**src/lcdt_pkg.sv**
```systemverilog
// shared types, constants and mode codes for the lcd mode and line timing core
`default_nettype none

package lcdt_pkg;

  localparam int unsigned DOTS_PER_LINE_DEF   = 456;
  localparam int unsigned VISIBLE_LINES_DEF   = 144;
  localparam int unsigned LINES_PER_FRAME_DEF = 154;

  localparam int unsigned DOT_W  = 9;
  localparam int unsigned LINE_W = 8;
  localparam int unsigned ADV_W  = 8;
  localparam int unsigned MODE_W = 2;

  localparam logic [DOT_W-1:0] OAM_END_DOT  = DOT_W'(80);
  localparam logic [DOT_W-1:0] XFER_END_DOT = DOT_W'(80 + 172);

  localparam logic [MODE_W-1:0] MODE_HBLANK = 2'd0;
  localparam logic [MODE_W-1:0] MODE_VBLANK = 2'd1;
  localparam logic [MODE_W-1:0] MODE_OAM    = 2'd2;
  localparam logic [MODE_W-1:0] MODE_XFER   = 2'd3;

  localparam int unsigned CFG_IDX_W  = 3;
  localparam int unsigned CFG_DATA_W = 8;

  localparam logic [CFG_IDX_W-1:0] REG_LINE_COMPARE  = 3'd0;
  localparam logic [CFG_IDX_W-1:0] REG_HBLANK_IRQ_EN = 3'd1;
  localparam logic [CFG_IDX_W-1:0] REG_VBLANK_IRQ_EN = 3'd2;
  localparam logic [CFG_IDX_W-1:0] REG_OAM_IRQ_EN    = 3'd3;
  localparam logic [CFG_IDX_W-1:0] REG_COINC_IRQ_EN  = 3'd4;

  typedef struct packed {
    logic [ADV_W-1:0] dot_advance;
    logic             lcd_enable;
  } in_item_t;

  typedef struct packed {
    logic [MODE_W-1:0] mode;
    logic [LINE_W-1:0] line;
    logic              coincidence;
    logic              vblank_irq;
    logic              stat_irq;
  } out_item_t;

  typedef struct packed {
    logic [LINE_W-1:0] line_compare;
    logic              hblank_irq_enable;
    logic              vblank_stat_irq_enable;
    logic              oam_irq_enable;
    logic              coincidence_irq_enable;
  } cfg_t;

  typedef struct packed {
    logic [DOT_W-1:0]  dot;
    logic [LINE_W-1:0] line;
    logic [MODE_W-1:0] mode;
    logic              coinc;
  } timing_state_t;

endpackage

`default_nettype wire

```
**src/lcdt_stream_if.sv**
```systemverilog
// valid/ready stream interface carrying one payload struct
`default_nettype none

interface lcdt_stream_if #(
  parameter type payload_t = logic
);
  logic     valid;
  logic     ready;
  payload_t data;

  modport source (output valid, output data, input ready);
  modport sink   (input valid, input data, output ready);
endinterface

`default_nettype wire

```
**src/lcdt_cfg_regs.sv**
```systemverilog
// configuration register file written through a plain write port
`default_nettype none

module lcdt_cfg_regs (
  input  wire logic                             clk_i,
  input  wire logic                             rst_ni,
  input  wire logic                             cfg_we_i,
  input  wire logic [lcdt_pkg::CFG_IDX_W-1:0]   cfg_idx_i,
  input  wire logic [lcdt_pkg::CFG_DATA_W-1:0]  cfg_data_i,
  output lcdt_pkg::cfg_t                        cfg_o
);

  lcdt_pkg::cfg_t cfg_q, cfg_d;

  always_comb begin
    cfg_d = cfg_q;
    if (cfg_we_i) begin
      case (cfg_idx_i)
        lcdt_pkg::REG_LINE_COMPARE:  cfg_d.line_compare = cfg_data_i[lcdt_pkg::LINE_W-1:0];
        lcdt_pkg::REG_HBLANK_IRQ_EN: cfg_d.hblank_irq_enable = cfg_data_i[0];
        lcdt_pkg::REG_VBLANK_IRQ_EN: cfg_d.vblank_stat_irq_enable = cfg_data_i[0];
        lcdt_pkg::REG_OAM_IRQ_EN:    cfg_d.oam_irq_enable = cfg_data_i[0];
        lcdt_pkg::REG_COINC_IRQ_EN:  cfg_d.coincidence_irq_enable = cfg_data_i[0];
        default: ;
      endcase
    end
  end

  always_ff @(posedge clk_i or negedge rst_ni) begin
    if (!rst_ni) begin
      cfg_q <= '0;
    end else begin
      cfg_q <= cfg_d;
    end
  end

  assign cfg_o = cfg_q;

endmodule

`default_nettype wire

```
**src/lcdt_step.sv**
```systemverilog
// next dot, line, mode and interrupt requests for one advance
`default_nettype none

module lcdt_step #(
  parameter int unsigned DOTS_PER_LINE   = lcdt_pkg::DOTS_PER_LINE_DEF,
  parameter int unsigned VISIBLE_LINES   = lcdt_pkg::VISIBLE_LINES_DEF,
  parameter int unsigned LINES_PER_FRAME = lcdt_pkg::LINES_PER_FRAME_DEF
) (
  input  wire lcdt_pkg::in_item_t      item_i,
  input  wire lcdt_pkg::cfg_t          cfg_i,
  input  wire lcdt_pkg::timing_state_t state_i,
  output lcdt_pkg::timing_state_t      state_o,
  output lcdt_pkg::out_item_t          result_o
);

  localparam int unsigned SUM_W = lcdt_pkg::DOT_W + 1;
  localparam logic [SUM_W-1:0] DotsPerLine = SUM_W'(DOTS_PER_LINE);
  localparam logic [lcdt_pkg::LINE_W-1:0] LastLine = lcdt_pkg::LINE_W'(LINES_PER_FRAME - 1);
  localparam logic [lcdt_pkg::LINE_W-1:0] VisLines = lcdt_pkg::LINE_W'(VISIBLE_LINES);

  logic [SUM_W-1:0]            sum;
  logic                        wrap;
  logic [lcdt_pkg::DOT_W-1:0]  new_dot;
  logic [lcdt_pkg::LINE_W-1:0] new_line;
  logic [lcdt_pkg::MODE_W-1:0] new_mode;
  logic                        mode_changed;
  logic                        line_match;
  logic                        vb_irq;
  logic                        st_irq;

  // sum stays below twice the line length, so one subtract wraps it
  assign sum  = {1'b0, state_i.dot} + SUM_W'(item_i.dot_advance);
  assign wrap = (sum >= DotsPerLine);

  always_comb begin
    if (wrap) begin
      new_dot = lcdt_pkg::DOT_W'(sum - DotsPerLine);
    end else begin
      new_dot = sum[lcdt_pkg::DOT_W-1:0];
    end
    if (!wrap) begin
      new_line = state_i.line;
    end else if (state_i.line == LastLine) begin
      new_line = '0;
    end else begin
      new_line = state_i.line + 1'b1;
    end
  end

  always_comb begin
    if (new_line >= VisLines) begin
      new_mode = lcdt_pkg::MODE_VBLANK;
    end else if (new_dot < lcdt_pkg::OAM_END_DOT) begin
      new_mode = lcdt_pkg::MODE_OAM;
    end else if (new_dot < lcdt_pkg::XFER_END_DOT) begin
      new_mode = lcdt_pkg::MODE_XFER;
    end else begin
      new_mode = lcdt_pkg::MODE_HBLANK;
    end
  end

  assign mode_changed = (new_mode != state_i.mode);
  assign line_match   = (new_line == cfg_i.line_compare);

  always_comb begin
    vb_irq = 1'b0;
    st_irq = 1'b0;
    if (mode_changed) begin
      vb_irq = (new_mode == lcdt_pkg::MODE_VBLANK);
      st_irq = ((new_mode == lcdt_pkg::MODE_HBLANK) && cfg_i.hblank_irq_enable)
            || ((new_mode == lcdt_pkg::MODE_VBLANK) && cfg_i.vblank_stat_irq_enable)
            || ((new_mode == lcdt_pkg::MODE_OAM) && cfg_i.oam_irq_enable);
    end
    if (wrap && line_match && cfg_i.coincidence_irq_enable) begin
      st_irq = 1'b1;
    end
  end

  always_comb begin
    if (!item_i.lcd_enable) begin
      // disabled: timing clears, coincidence holds, no interrupts
      state_o.dot   = '0;
      state_o.line  = '0;
      state_o.mode  = lcdt_pkg::MODE_HBLANK;
      state_o.coinc = state_i.coinc;
      result_o.vblank_irq = 1'b0;
      result_o.stat_irq   = 1'b0;
    end else begin
      state_o.dot   = new_dot;
      state_o.line  = new_line;
      state_o.mode  = new_mode;
      state_o.coinc = wrap ? line_match : state_i.coinc;
      result_o.vblank_irq = vb_irq;
      result_o.stat_irq   = st_irq;
    end
    result_o.mode        = state_o.mode;
    result_o.line        = state_o.line;
    result_o.coincidence = state_o.coinc;
  end

endmodule

`default_nettype wire

```
**src/lcd_mode_and_line_timing_core.sv**
```systemverilog
// lcd mode and line timing core: input register, step logic, state and result register
// throughput: one transaction per cycle while the result side is ready,
// bounded by the combinational dot add and wrap
// the dot/line/mode state updates as an item moves from the input to the result register
// reset: asynchronous active low, clears timing state, config registers and both valid flags
`default_nettype none

module lcd_mode_and_line_timing_core #(
  parameter int unsigned DOTS_PER_LINE   = lcdt_pkg::DOTS_PER_LINE_DEF,
  parameter int unsigned VISIBLE_LINES   = lcdt_pkg::VISIBLE_LINES_DEF,
  parameter int unsigned LINES_PER_FRAME = lcdt_pkg::LINES_PER_FRAME_DEF
) (
  input  wire logic                            clk_i,
  input  wire logic                            rst_ni,
  lcdt_stream_if.sink                          stream_i,
  lcdt_stream_if.source                        result_o,
  input  wire logic                            cfg_we_i,
  input  wire logic [lcdt_pkg::CFG_IDX_W-1:0]  cfg_idx_i,
  input  wire logic [lcdt_pkg::CFG_DATA_W-1:0] cfg_data_i
);

  lcdt_pkg::cfg_t          cfg;
  lcdt_pkg::in_item_t      in_item_q;
  logic                    in_valid_q, in_valid_d;
  lcdt_pkg::out_item_t     out_item_q, step_result;
  logic                    out_valid_q, out_valid_d;
  lcdt_pkg::timing_state_t state_q, state_d;
  logic                    advance;
  logic                    accept;

  lcdt_cfg_regs u_cfg_regs (
    .clk_i      (clk_i),
    .rst_ni     (rst_ni),
    .cfg_we_i   (cfg_we_i),
    .cfg_idx_i  (cfg_idx_i),
    .cfg_data_i (cfg_data_i),
    .cfg_o      (cfg)
  );

  lcdt_step #(
    .DOTS_PER_LINE   (DOTS_PER_LINE),
    .VISIBLE_LINES   (VISIBLE_LINES),
    .LINES_PER_FRAME (LINES_PER_FRAME)
  ) u_step (
    .item_i   (in_item_q),
    .cfg_i    (cfg),
    .state_i  (state_q),
    .state_o  (state_d),
    .result_o (step_result)
  );

  // item moves on when the result register is empty or being drained
  assign advance        = in_valid_q && (!out_valid_q || result_o.ready);
  assign stream_i.ready = !in_valid_q || advance;
  assign accept         = stream_i.valid && stream_i.ready;

  always_comb begin
    if (accept) begin
      in_valid_d = 1'b1;
    end else if (advance) begin
      in_valid_d = 1'b0;
    end else begin
      in_valid_d = in_valid_q;
    end
    if (advance) begin
      out_valid_d = 1'b1;
    end else if (result_o.ready) begin
      out_valid_d = 1'b0;
    end else begin
      out_valid_d = out_valid_q;
    end
  end

  always_ff @(posedge clk_i or negedge rst_ni) begin
    if (!rst_ni) begin
      in_valid_q  <= 1'b0;
      out_valid_q <= 1'b0;
      state_q     <= '0;
    end else begin
      in_valid_q  <= in_valid_d;
      out_valid_q <= out_valid_d;
      if (advance) begin
        state_q <= state_d;
      end
    end
  end

  always_ff @(posedge clk_i) begin
    if (accept) begin
      in_item_q <= stream_i.data;
    end
    if (advance) begin
      out_item_q <= step_result;
    end
  end

  assign result_o.valid = out_valid_q;
  assign result_o.data  = out_item_q;

`ifndef SYNTHESIS
  a_dot_in_range: assert property (@(posedge clk_i) disable iff (!rst_ni)
    32'(state_q.dot) < DOTS_PER_LINE)
    else $error("dot position out of line");

  a_line_in_range: assert property (@(posedge clk_i) disable iff (!rst_ni)
    32'(state_q.line) < LINES_PER_FRAME)
    else $error("line out of frame");

  a_vblank_irq_mode: assert property (@(posedge clk_i) disable iff (!rst_ni)
    result_o.valid && result_o.data.vblank_irq |-> result_o.data.mode == lcdt_pkg::MODE_VBLANK)
    else $error("vblank request outside vblank mode");

  a_state_follows_result: assert property (@(posedge clk_i) disable iff (!rst_ni)
    advance |=> (out_item_q.mode == state_q.mode) && (out_item_q.line == state_q.line))
    else $error("result and timing state disagree");

  a_vblank_lines: assert property (@(posedge clk_i) disable iff (!rst_ni)
    result_o.valid && (32'(result_o.data.line) >= VISIBLE_LINES)
      |-> result_o.data.mode == lcdt_pkg::MODE_VBLANK)
    else $error("non-vblank mode on a vblank line");
`endif

endmodule

`default_nettype wire

```
**src/flat_wrapper.sv**
```systemverilog
// flat-port wrapper written by rule: the top's interface ports become plain ports
module lcd_mode_and_line_timing_core_flat import lcdt_pkg::*;
#(
  parameter int unsigned DOTS_PER_LINE   = lcdt_pkg::DOTS_PER_LINE_DEF,
  parameter int unsigned VISIBLE_LINES   = lcdt_pkg::VISIBLE_LINES_DEF,
  parameter int unsigned LINES_PER_FRAME = lcdt_pkg::LINES_PER_FRAME_DEF
)
  (clk_i, rst_ni, cfg_we_i, cfg_idx_i, cfg_data_i, stream_i_valid, stream_i_data, stream_i_ready, result_o_valid, result_o_data, result_o_ready);
  lcdt_stream_if #(.payload_t(in_item_t)) stream_i_i ();
  lcdt_stream_if #(.payload_t(out_item_t)) result_o_i ();
  input  wire logic clk_i;
  input  wire logic rst_ni;
  input  wire logic cfg_we_i;
  input  wire logic [lcdt_pkg::CFG_IDX_W-1:0] cfg_idx_i;
  input  wire logic [lcdt_pkg::CFG_DATA_W-1:0] cfg_data_i;
  input wire logic [$bits(stream_i_i.valid)-1:0] stream_i_valid;
  input wire logic [$bits(stream_i_i.data)-1:0] stream_i_data;
  output wire logic [$bits(stream_i_i.ready)-1:0] stream_i_ready;
  output wire logic [$bits(result_o_i.valid)-1:0] result_o_valid;
  output wire logic [$bits(result_o_i.data)-1:0] result_o_data;
  input wire logic [$bits(result_o_i.ready)-1:0] result_o_ready;
  assign stream_i_i.valid = stream_i_valid;
  assign stream_i_i.data = stream_i_data;
  assign stream_i_ready = stream_i_i.ready;
  assign result_o_valid = result_o_i.valid;
  assign result_o_data = result_o_i.data;
  assign result_o_i.ready = result_o_ready;
  lcd_mode_and_line_timing_core #(.DOTS_PER_LINE(DOTS_PER_LINE), .VISIBLE_LINES(VISIBLE_LINES), .LINES_PER_FRAME(LINES_PER_FRAME)) u_core (.clk_i(clk_i), .rst_ni(rst_ni), .stream_i(stream_i_i), .result_o(result_o_i), .cfg_we_i(cfg_we_i), .cfg_idx_i(cfg_idx_i), .cfg_data_i(cfg_data_i));
endmodule
```
**config.mk**
```make
export PLATFORM = sky130hd
export DESIGN_NAME = lcd_mode_and_line_timing_core_flat
export DESIGN_NICKNAME = d
export VERILOG_FILES = /design/src/lcdt_pkg.sv /design/src/lcdt_stream_if.sv /design/src/lcdt_cfg_regs.sv /design/src/lcdt_step.sv /design/src/lcd_mode_and_line_timing_core.sv /design/src/flat_wrapper.sv
export SDC_FILE = /design/constraint.sdc
export NUM_CORES = 1
export LEC_CHECK = 0
export ABC_AREA = 1
export BUFFER_PORTS_ARGS = -buffer_cell sky130_fd_sc_hd__buf_2
export CAP_MARGIN = 20
export CORE_ASPECT_RATIO = 1.4
export CORE_MARGIN = 2
export CORE_UTILIZATION = 30
export CTS_CLUSTER_SIZE = 40
export DETAILED_ROUTE_END_ITERATION = 16
export MAX_ROUTING_LAYER = met4
export PLACE_DENSITY_LB_ADDON = 0.12
export SETUP_SLACK_MARGIN = 0.1
export SYNTH_ARGS = -nofsm -noshare
export SYNTH_HDL_FRONTEND = slang
export SYNTH_SLANG_ARGS = --single-unit
```
**constraint.sdc**
```tcl
create_clock -name clk_i -period 3.5 [get_ports clk_i]
set_input_delay 0.175 -clock clk_i [delete_from_list [all_inputs] [get_ports clk_i]]
set_output_delay 0.175 -clock clk_i [all_outputs]
set_load 0.1 [all_outputs]
```
==> flow_metrics.env, run 1 <==
export IMPL_wl_per_cell_um=13.69
export IMPL_fin_crit_ns=3.119
export IMPL_critPathMaxFanout=8
export IMPL_dpl_hpwl_mm=6.160
export IMPL_antenna_found_initial=0
export IMPL_cp_start_kind="flop"
export IMPL_ys_ff_latch=56
export IMPL_seq_area_frac_synth=0.4535
export IMPL_setup_ws_ns=0.3809
export IMPL_fin_nets=487
export IMPL_hold_path_class="in -> async"
export IMPL_drtPass1Iterations=4
export IMPL_yosys_warnings=0
export IMPL_clk_latency_ns=0.30
export IMPL_peakVddDrop_mv=0.2586
export IMPL_critPathArrivalTime_ns=3.16
export IMPL_rows=45
export IMPL_avgSynthCellArea_um2=8.250
export IMPL_n_fill_cell=1154
export IMPL_synth_nets=441
export IMPL_routabilityCongestion=0.8019
export IMPL_netlist_area_um2=3333
export IMPL_violations="negative hold slack"
export IMPL_port_buffers=39
export IMPL_cts_tree="yes"
export IMPL_avgViaCountPerCell=4.588
export IMPL_max_freq_mhz=320.6
export IMPL_coreArea_um2=10870
export IMPL_cts_clk_slew_worst_paths_ns=0.08
export IMPL_synth_edf_count=22
export IMPL_synth_distinct_cells=37
export IMPL_slew_viol_final=0
export IMPL_start_util=0.3067
export IMPL_worstSetupPathType="reg -> reg"
export IMPL_n_antenna_cell=0
export IMPL_syn_inst=404
export IMPL_ios=40
export IMPL_cts_sinks=56
export IMPL_antenna_left=0
export IMPL_fin_crit_sh=0.8912
export IMPL_critPathRequiredTime_ns=3.54
export IMPL_setup_viol=0
export IMPL_die_w_um=93.09
export IMPL_ctsHtreeMaxLevel=2
export IMPL_status="finished with violations"
export IMPL_drtIter0Drc=146
export IMPL_cts_root_buf="clkbuf_16"
export IMPL_relSlewSlack=0.4031
export IMPL_p_leak_uw=0.001893
export IMPL_drt_total_wl_mm=8.106
export IMPL_worst_pin_slew_ns=0.8954
export IMPL_holdBufCountCts=0
export IMPL_multi_input_area_um2=1605
export IMPL_fin_tns_setup_ns=0
export IMPL_die_h_um=128.7
export IMPL_clock_skew_final_ns=0.006066
export IMPL_powerDensity_nw_per_um2=900.8
export IMPL_grt_setup_unrepaired="no"
export IMPL_pre_cts_ws_ns=0.1885
export IMPL_drive_gt1_frac=0.2151
export IMPL_postSynth_asyncResetShare=0.6071
export IMPL_vias=2716
export IMPL_overflow=0
export IMPL_grt_first_pass_wirelength_mm=13.17
export IMPL_synthToLayoutAreaGrowth_pct=16.48
export IMPL_grt_usage=0.1468
export IMPL_grt_max_degree=35
export IMPL_drc=0
export IMPL_clk_path_buf_depth=2
export IMPL_drv_cap=0
export IMPL_synth_main_ff_cell="dfrtp_1"
export IMPL_hold_slack_ns=-0.0004992
export IMPL_cts_inserted_buffers=5
export IMPL_crit_path_end_kind="flop"
export IMPL_hold_viol=3
export IMPL_regArea_um2=1511
export IMPL_grt_pass1_vias=2703
export IMPL_die_area_um2=11980
-- report_power, final --
group | switching [uW] | leakage [uW] | internal [uW]
registers | 107 | 0.000650 | 865
clock network | 244 | 0.0000702 | 267
logic | 1380 | 0.00117 | 634
-- final cells by class --
type	count	area share
clock buffers	5	0.03223
clock inverters	3	0.005479
inverters	54	0.05221
multi-input cells	288	0.4135
flip-flops and latches	56	0.3893
well taps	141	0.04544
repair buffers	45	0.06188
-- flip-flops by register name, indices dropped and copies added (netlist names) --
signal,flops
u_core.result_o.data,13
u_core.in_item_q,9
u_core.state_q,20
u_core.in_valid_q,1
u_core.result_o.valid,1
u_core.u_cfg_regs.cfg_o,12
-- layout by cell type, fill, tap and decap left out, drive strengths merged --
cell type / instances
buf: 45
nand3b: 5
nand3: 45
mux2: 4
fa: 1
a21oi: 12
nor2: 27
ha: 11
xnor2: 3
or2: 2
nor3: 3
clkinv: 3
clkinvlp: 1
edfxtp: 22
nor4: 1
nand4: 11
o22ai: 1
a31oi: 1
nand2: 127
o21ai: 27
inv: 53
clkbuf: 5
dfrtp: 34
xor2: 7
-- per-stage QoR --
step	instances	hold WS, ns	power, uW	area [um^2]	utilization
global route	592	0.03519	3816	3882	0.3573
floorplan	404	-0.1206	2573	3333	-
finish	592	-0.0004992	3497	3882	0.3573
detailed placement	578	0.3531	2929	3669	0.3376
global placement	578	0.3517	2924	3669	0.3376
CTS	586	0.03468	3457	3815	0.3511
-- worst paths after layout --
check	from	end	slack (ns)	cells after the start
max in group asynchronous	rst_ni	u_core.state_q[0]	2.94	1
hold reg to reg	u_core.state_q[0]	u_core.state_q[0]	0.50	2
setup reg to reg	u_core.state_q[15]	u_core.result_o.data[0]	0.38	18
min in group clk_i	stream_i_data[2]	u_core.in_item_q[2]	0.05	1
setup / recovery	u_core.state_q[15]	u_core.result_o.data[0]	0.38	18
hold / removal	rst_ni	u_core.state_q[7]	-0.0005	1
-- what timing repair did --
action / CTS / global route
hold endpoints to repair: 0 / 0
setup endpoints to repair: 0 / 6
gates resized for setup: 0 / 3
buffers inserted: 0 / 4
-- per-layer routing --
metal	vias to the layer above	global-route usage	routed length, um
met4	0	0.05536	204
met3	10	0.02459	203
met2	38	0.2715	4493
met5	-	-	0
li1	1412	-	-
met1	1256	0.1549	3205
-- critical path: stages (launching register included) --
cell and delay, ns:
dfrtp_1 0.40, ha_1 0.36, nand2_1 0.17, nor2_1 0.06, nand2_1 0.16, nand3_2 0.12
a21oi_2 0.47, buf_4 0.25, nand3_1 0.11, nand2_2 0.11, nand3_2 0.11, nand2_4 0.12
nand3_1 0.10, nand2_1 0.07, nand2_1 0.04, inv_1 0.04, nand2_1 0.06, nand2_1 0.06
a21oi_1 0.05
-- kinds of logic after synthesis --
family,count (synthesis),synth area share
AOI/OAI and AO/OA,41,0.07132
DFF,56,0.4535
muxes,4,0.01351
and+or+nand+nor,219,0.3119
adders and majority gates,12,0.04730
xor gates and xnor gates,10,0.02628
buffers and inverters,62,0.07620
-- cell usage after synthesis (all sizes together) (2+ instances only) --
cell,n,area (um^2)
nor2,27,116.4
nor3,3,20.02
xor2,7,61.31
mux2,4,45.04
a21oi,12,71.32
clkinv,2,7.510
nand4,11,68.82
clkbuf,4,15.01
nand3,44,257.8
ha,11,137.6
inv,52,195.2
nand2,126,520.5
o21ai,27,153.9
dfrtp,34,850.8
xnor2,3,26.28
edfxtp,22,660.6
buf,4,36.28
nand3b,5,37.54
or2,2,12.51
No activity file was read; power rests on OpenSTA's default activity.
==> inputs of run 2 (changes only) <==
- SYNTH_HIERARCHICAL: unset -> 1
==> run 2 against run 1 <==
Net effect: the flow still finishes with violations (negative hold slack); hold slack got worse by 0.041 ns; maximum frequency barely moved; routed wire length rose by 5.6%; sequential share of layout area fell by 1.1 points; combinational power fell by 8%; final area rose by 2.8%; register-to-register slack barely moved; total power fell by 4.0%; global-route usage rose by 0.25 points; first-iteration DRC count fell by 6.2%; count of clock-buffer cells in the layout rose by 1.
==> flow_metrics.env, run 2 <==
export IMPL_status="finished with violations"
export IMPL_violations="negative hold slack"
export IMPL_cp_start_kind="flop"
export IMPL_final_common_cell="nand2_1"
export IMPL_post_cts_buffers=0
export IMPL_clk_path_buf_depth=2
export IMPL_cts_sinks=56
export IMPL_setup_viol=0
export IMPL_critPathMaxFanout=18
export IMPL_synth_edf_count=22
export IMPL_critPathRequiredTime_ns=3.73
export IMPL_avgSynthCellArea_um2=7.773
export IMPL_coreArea_um2=11760
export IMPL_peakVddDrop_mv=0.2143
export IMPL_vias=2925
export IMPL_fin_nets=525
export IMPL_postSynth_asyncResetShare=0.6071
export IMPL_fin_crit_ns=3.117
export IMPL_dpl_hpwl_mm=6.380
export IMPL_synth_mux_area_frac=0
export IMPL_hold_path_class="in -> async"
export IMPL_mostFrequentLayoutCells="nand2_1, nand3_1, inv_1, buf_2, dfrtp_1"
export IMPL_fin_crit_sh=0.8907
export IMPL_ctsHtreeMaxLevel=2
export IMPL_grt_first_pass_wirelength_mm=14.46
export IMPL_drive_gt1_frac=0.1844
export IMPL_worst_pin_slew_ns=0.7978
export IMPL_max_freq_mhz=320.8
export IMPL_die_w_um=96.37
export IMPL_hold_slack_ns=-0.04113
export IMPL_clock_skew_final_ns=0.008148
export IMPL_hold_viol=34
export IMPL_avgViaCountPerCell=4.606
export IMPL_synth_area_leader_cell="dfrtp_1"
export IMPL_n_antenna_cell=0
export IMPL_syn_inst=461
export IMPL_drv_cap=0
export IMPL_port_buffers=39
export IMPL_p_leak_uw=0.002057
export IMPL_powerDensity_nw_per_um2=841.6
export IMPL_power_switching_uw=1614
export IMPL_seq_area_frac_synth=0.4218
export IMPL_yosysMostFrequentCell="nand2_1"
export IMPL_die_area_um2=12850
export IMPL_regMostFlops="u_core/state_q"
export IMPL_antenna_left=0
export IMPL_synth_nets=498
export IMPL_netlist_top_cells_count="nand2_1, nand3_1, inv_1"
export IMPL_synth_top_area_frac=0.2374
export IMPL_switching_share=0.4806
export IMPL_slew_viol_final=0
export IMPL_clkPwrFrac=0.168
export IMPL_relSlewSlack=0.4681
export IMPL_drc=0
export IMPL_rows=47
export IMPL_critPathArrivalTime_ns=3.35
export IMPL_antenna_found_initial=0
export IMPL_holdBufCountCts=0
export IMPL_synth_top_family_by_area="simple AND/OR/NAND/NOR gates"
export IMPL_drtIter0Drc=137
export IMPL_synth_compound_area_frac=0.02374
export IMPL_drtPass1Iterations=4
export IMPL_die_h_um=133.3
export IMPL_synth_xor_area_share=0.02444
export IMPL_power_total_uw=3359
export IMPL_overflow=0
export IMPL_synth_distinct_cells=37
export IMPL_post_cts_resized=0
export IMPL_cts_inserted_buffers=5
export IMPL_synth_fa_ha_area_frac=0.04399
export IMPL_wl_per_cell_um=13.48
export IMPL_ios=40
export IMPL_netlist_area_um2=3583
export IMPL_synth_main_ff_cell="dfrtp_1"
export IMPL_ys_ff_latch=56
export IMPL_grt_setup_unrepaired="no"
export IMPL_grt_usage=0.1493
export IMPL_pwr_share_seq=0.283
export IMPL_drt_total_wl_mm=8.560
export IMPL_cts_root_buf="clkbuf_16"
export IMPL_p_int_uw=1745
export IMPL_largest_reg_flops=20
export IMPL_routabilityCongestion=0.8921
export IMPL_clk_latency_ns=0.29
export IMPL_fin_tns_setup_ns=0
export IMPL_yosys_area_share_simple=0.3837
export IMPL_cts_clk_slew_worst_paths_ns=0.07
export IMPL_reg2reg_depth=21
export IMPL_grt_max_degree=35
export IMPL_crit_path_end_kind="flop"
export IMPL_worstSetupPathType="reg -> reg"
export IMPL_yosys_warnings=6
export IMPL_p_comb_frac=0.549
export IMPL_grt_pass1_vias=2952
export IMPL_synth_top_cells_by_area="dfrtp_1, edfxtp_1, nand2_1, nand3_1, inv_1"
export IMPL_start_util=0.3047
export IMPL_cts_tree="yes"
export IMPL_synthToLayoutAreaGrowth_pct=11.38
-- run 2: changes by cell type after synthesis, moves of 2 or more --
cell | previous run | this run
nand2_1 | 111 | 155
o21ai_0 | 23 | 2
nand3_1 | 38 | 58
buf_4 | 0 | 14
nor2_1 | 23 | 30
mux2_2 | 4 | 0
nand4_1 | 11 | 7
clkbuf_1 | 4 | 1
inv_1 | 49 | 52
nor2_4 | 1 | 4
a21oi_2 | 3 | 1
buf_2 | 2 | 4
-- run 2: critical path, stage by stage, from the launching register on --
cell	delay, ns
edfxtp_1	0.38
ha_1	0.24
fa_2	0.38
nand2_1	0.10
nand2_1	0.07
nand2_1	0.06
nand2_1	0.10
nor2_4	0.13
nand2_4	0.07
nand3_4	0.17
nand2_8	0.14
inv_4	0.12
nor2_1	0.05
nor3_2	0.22
inv_1	0.08
nand2_1	0.07
nand3_1	0.08
nor2_2	0.14
nand2_1	0.08
a21oi_2	0.15
nand3_1	0.09
nand2_1	0.10
-- run 2: layer usage --
metal	up-vias	track usage	wire length (um)
li1	1508	-	-
met4	0	0.06886	372
met1	1344	0.1734	3617
met5	-	-	0
met3	21	0.02376	265
met2	52	0.2488	4305
-- run 2: power by group through the flow --
stage	sequential (uW)	combinational, uW	clock, uW
3_5_place_dp	965	1850	0
4_1_cts	954	1850	587
3_3_place_gp	968	1840	0
2_1_floorplan	1200	1320	0
5_1_grt	973	2090	610
6_report	950	1840	564
-- run 2: stage by stage --
step	utilization	hold slack (ns)	instance area, um^2	instances	setup slack, ns
6_report	0.3394	-0.04113	3991	635	0.3826
2_1_floorplan	-	-0.1206	3583	461	0.6109
3_5_place_dp	0.3246	0.3357	3817	628	0.2370
4_1_cts	0.3381	0.02199	3976	635	0.2065
5_1_grt	0.3394	0.03699	3991	635	0.1225
3_3_place_gp	0.3246	0.3392	3817	628	0.3418
-- run 2: cell families after synthesis --
logic type	count (synthesis)
AND/OR/NAND/NOR	292
buffers and inverters	76
flip-flops	56
AO/OA/AOI/OAI	15
adder cells (fa/ha/maj)	12
XOR/XNOR	10
-- run 2: worst paths after layout --
kind                                      from                  end  slack [ns]
setup / recovery           u_core/in_item_q[1]    u_core/state_q[0]        0.38
hold / removal                          rst_ni   u_core/state_q[17]       -0.04
setup reg to reg           u_core/in_item_q[1]    u_core/state_q[0]        0.38
hold reg to reg              u_core/state_q[0]    u_core/state_q[0]        0.48
max in group asynchronous               rst_ni    u_core/state_q[1]        3.03
min in group clk_i            stream_i_data[3]  u_core/in_item_q[3]        0.05
-- run 2: layout make-up --
type | count | area [um^2]
Timing Repair Buffer | 41 | 210.2
Sequential cell | 56 | 1511
Multi-Input combinational cell | 329 | 1718
Tap cell | 147 | 183.9
Clock inverter | 1 | 30.03
Inverter | 55 | 209.0
Fill cell | 1281 | 7770
Clock buffer | 6 | 128.9
==> inputs of run 3 (changes only) <==
- BUFFER_PORTS_ARGS: -buffer_cell sky130_fd_sc_hd__buf_2 -> unset
- CTS_CLUSTER_DIAMETER: unset -> 150
- DONT_BUFFER_PORTS: unset -> 1
==> run 3 against run 2 <==
Net effect: the run now ends clean; final area down 1.6%; routed wire length is 0.29% lower; setup slack improved by 0.059 ns; maximum frequency grew 1.9%; via count down 3.7%; sequential share of layout area rose by 0.62 points; first-iteration DRC count stayed put; count of clock-buffer cells in the layout up 1; largest power group unchanged; highest routed layer unchanged.
==> flow_metrics.env, run 3 (same netlist as run 2, synthesis figures left out) <==
export IMPL_status="finished, final reports clean"
export IMPL_routabilityCongestion=0.8694
export IMPL_vias=2818
export IMPL_grt_max_degree=35
export IMPL_max_freq_mhz=327.0
export IMPL_worst_pin_slew_ns=0.9491
export IMPL_worstSetupPathType="reg -> reg"
export IMPL_die_area_um2=12850
export IMPL_n_fill_cell=1264
export IMPL_crit_chain="ha_1 -> fa_2 -> nand2_1 -> nand2_1 -> nand2_1 -> nand2_1 -> nor2_4 -> nand2_4 -> nand3_4 -> nand2_8 -> o21ai_0 -> xnor2_1 -> nand2_1 -> nor2_2 -> nand2_1 -> a21oi_2 -> nand3_1 -> nand2_1"
export IMPL_clkPwrFrac=0.171
export IMPL_power_total_uw=3336
export IMPL_cts_sinks=56
export IMPL_mostFrequentLayoutCells="nand2_1, nand3_1, inv_1, dfrtp_1, nor2_1"
export IMPL_coreArea_um2=11760
export IMPL_cp_common_cell="nand2_1"
export IMPL_wl_per_cell_um=14.01
export IMPL_drc=0
export IMPL_hold_viol=0
export IMPL_switching_share=0.4813
export IMPL_grt_setup_unrepaired="no"
export IMPL_drt_total_wl_mm=8.535
export IMPL_drv_cap=0
export IMPL_post_cts_buffers=0
export IMPL_fin_crit_sh=0.8738
export IMPL_setup_viol=0
export IMPL_cts_clk_slew_worst_paths_ns=0.07
export IMPL_pwr_share_seq=0.367
export IMPL_slowest_delay_ns=0.38
export IMPL_ios=40
export IMPL_synthToLayoutAreaGrowth_pct=9.602
export IMPL_p_leak_uw=0.001957
export IMPL_crit_buf_inv=0
export IMPL_die_h_um=133.3
export IMPL_clk_latency_ns=0.30
export IMPL_crit_path_end_kind="flop"
export IMPL_clk_path_buf_depth=2
export IMPL_cts_root_buf="clkbuf_16"
export IMPL_ctsHtreeMaxLevel=2
export IMPL_fin_nets=498
export IMPL_slew_viol_final=0
export IMPL_crit_path_top_delay_cell="fa_2"
export IMPL_grt_usage=0.1417
export IMPL_cp_start_kind="flop"
export IMPL_overflow=0
export IMPL_rows=47
export IMPL_antenna_found_initial=0
export IMPL_relSlewSlack=0.3686
export IMPL_powerDensity_nw_per_um2=849.4
export IMPL_clock_skew_final_ns=0.008242
export IMPL_dpl_hpwl_mm=6.243
export IMPL_drtIter0Drc=137
export IMPL_fin_tns_setup_ns=0
export IMPL_p_int_uw=1730
export IMPL_final_common_cell="nand2_1"
export IMPL_n_antenna_cell=0
export IMPL_antenna_left=0
export IMPL_critPathArrivalTime_ns=3.29
export IMPL_largest_reg_flops=20
export IMPL_critical_path_top_delay_family="simple AND/OR/NAND/NOR gates"
export IMPL_hold_path_class="in -> reg"
export IMPL_start_util=0.3047
export IMPL_cts_inserted_buffers=5
export IMPL_die_w_um=96.37
export IMPL_power_switching_uw=1606
export IMPL_fin_crit_ns=3.058
export IMPL_regMostFlops="u_core/state_q"
export IMPL_drtPass1Iterations=5
export IMPL_avgViaCountPerCell=4.627
export IMPL_grt_pass1_vias=2651
export IMPL_drive_gt1_frac=0.1147
export IMPL_critPathRequiredTime_ns=3.73
export IMPL_port_buffers=0
export IMPL_cts_tree="yes"
export IMPL_grt_first_pass_wirelength_mm=13.70
export IMPL_peakVddDrop_mv=0.2763
export IMPL_p_comb_frac=0.463
export IMPL_critPathMaxFanout=18
[run 3: what timing repair did]
action	in CTS	in global routing
hold buffers	11	0
gates resized for setup	0	5
setup endpoints to repair	0	2
hold endpoints to repair	43	0
[run 3: per-stage QoR]
step,util,area [um^2],worst slack [ns],hold slack (ns),instances
after global routing,0.3339,3928,0.1034,0.01772,609
final,0.3339,3928,0.4417,0.01139,609
after floorplan,-,3583,0.6109,-0.1206,461
after detailed placement,0.3086,3630,0.2475,-0.1183,590
after CTS,0.3327,3913,0.2188,0.004885,609
after global placement,0.3086,3630,0.3103,-0.1186,590
[run 3: final cells by class]
| type | instances | area, um^2 | share of cell area |
|---|---|---|---|
| inverter | 55 | 209.0 | 0.05320 |
| timing repair buffer | 14 | 142.6 | 0.03632 |
| clock inverter | 1 | 30.03 | 0.007646 |
| tap | 147 | 183.9 | 0.04683 |
| sequential | 56 | 1511 | 0.3848 |
| multi-input combinational | 329 | 1718 | 0.4374 |
| clock buffer | 7 | 132.6 | 0.03377 |
[run 3: path summary, 6_finish.rpt]
kind | cells past startpoint | endpoint | start | slack (ns)
max reg2reg | 18 | u_core/state_q[0] | u_core/in_item_q[1] | 0.44
min in group asynchronous | 2 | u_core/state_q[7] | rst_ni | 0.35
max in group asynchronous | 2 | u_core/state_q[18] | rst_ni | 2.96
max | 18 | u_core/state_q[0] | u_core/in_item_q[1] | 0.44
min reg2reg | 2 | u_core/state_q[17] | u_core/state_q[17] | 0.48
min | 2 | u_core/in_valid_q | stream_i_valid | 0.01
[run 3: worst reg2reg max path, cell delays in order (launching register included)]
cell,delay [ns]
edfxtp_1,0.37
ha_1,0.23
fa_2,0.38
nand2_1,0.10
nand2_1,0.07
nand2_1,0.06
nand2_1,0.12
nor2_4,0.15
nand2_4,0.08
nand3_4,0.17
nand2_8,0.14
o21ai_0,0.35
xnor2_1,0.16
nand2_1,0.07
nor2_2,0.13
nand2_1,0.08
a21oi_2,0.14
nand3_1,0.08
nand2_1,0.11
[run 3: metal layers]
layer	up-vias	wire length, um	track usage
li1	1459	-	-
met1	1312	3767	0.1728
met2	38	4362	0.2361
met3	9	234	0.02432
met4	0	171	0.04460
met5	-	0	-
[run 3: power groups by stage]
stage          Clock, uW  Combinational, uW  Sequential, uW
6_report             569               1540            1220
5_1_grt              615               1760            1240
4_1_cts              595               1550            1230
3_5_place_dp           0               1510            1240
3_3_place_gp           0               1520            1240
2_1_floorplan          0               1320            1200
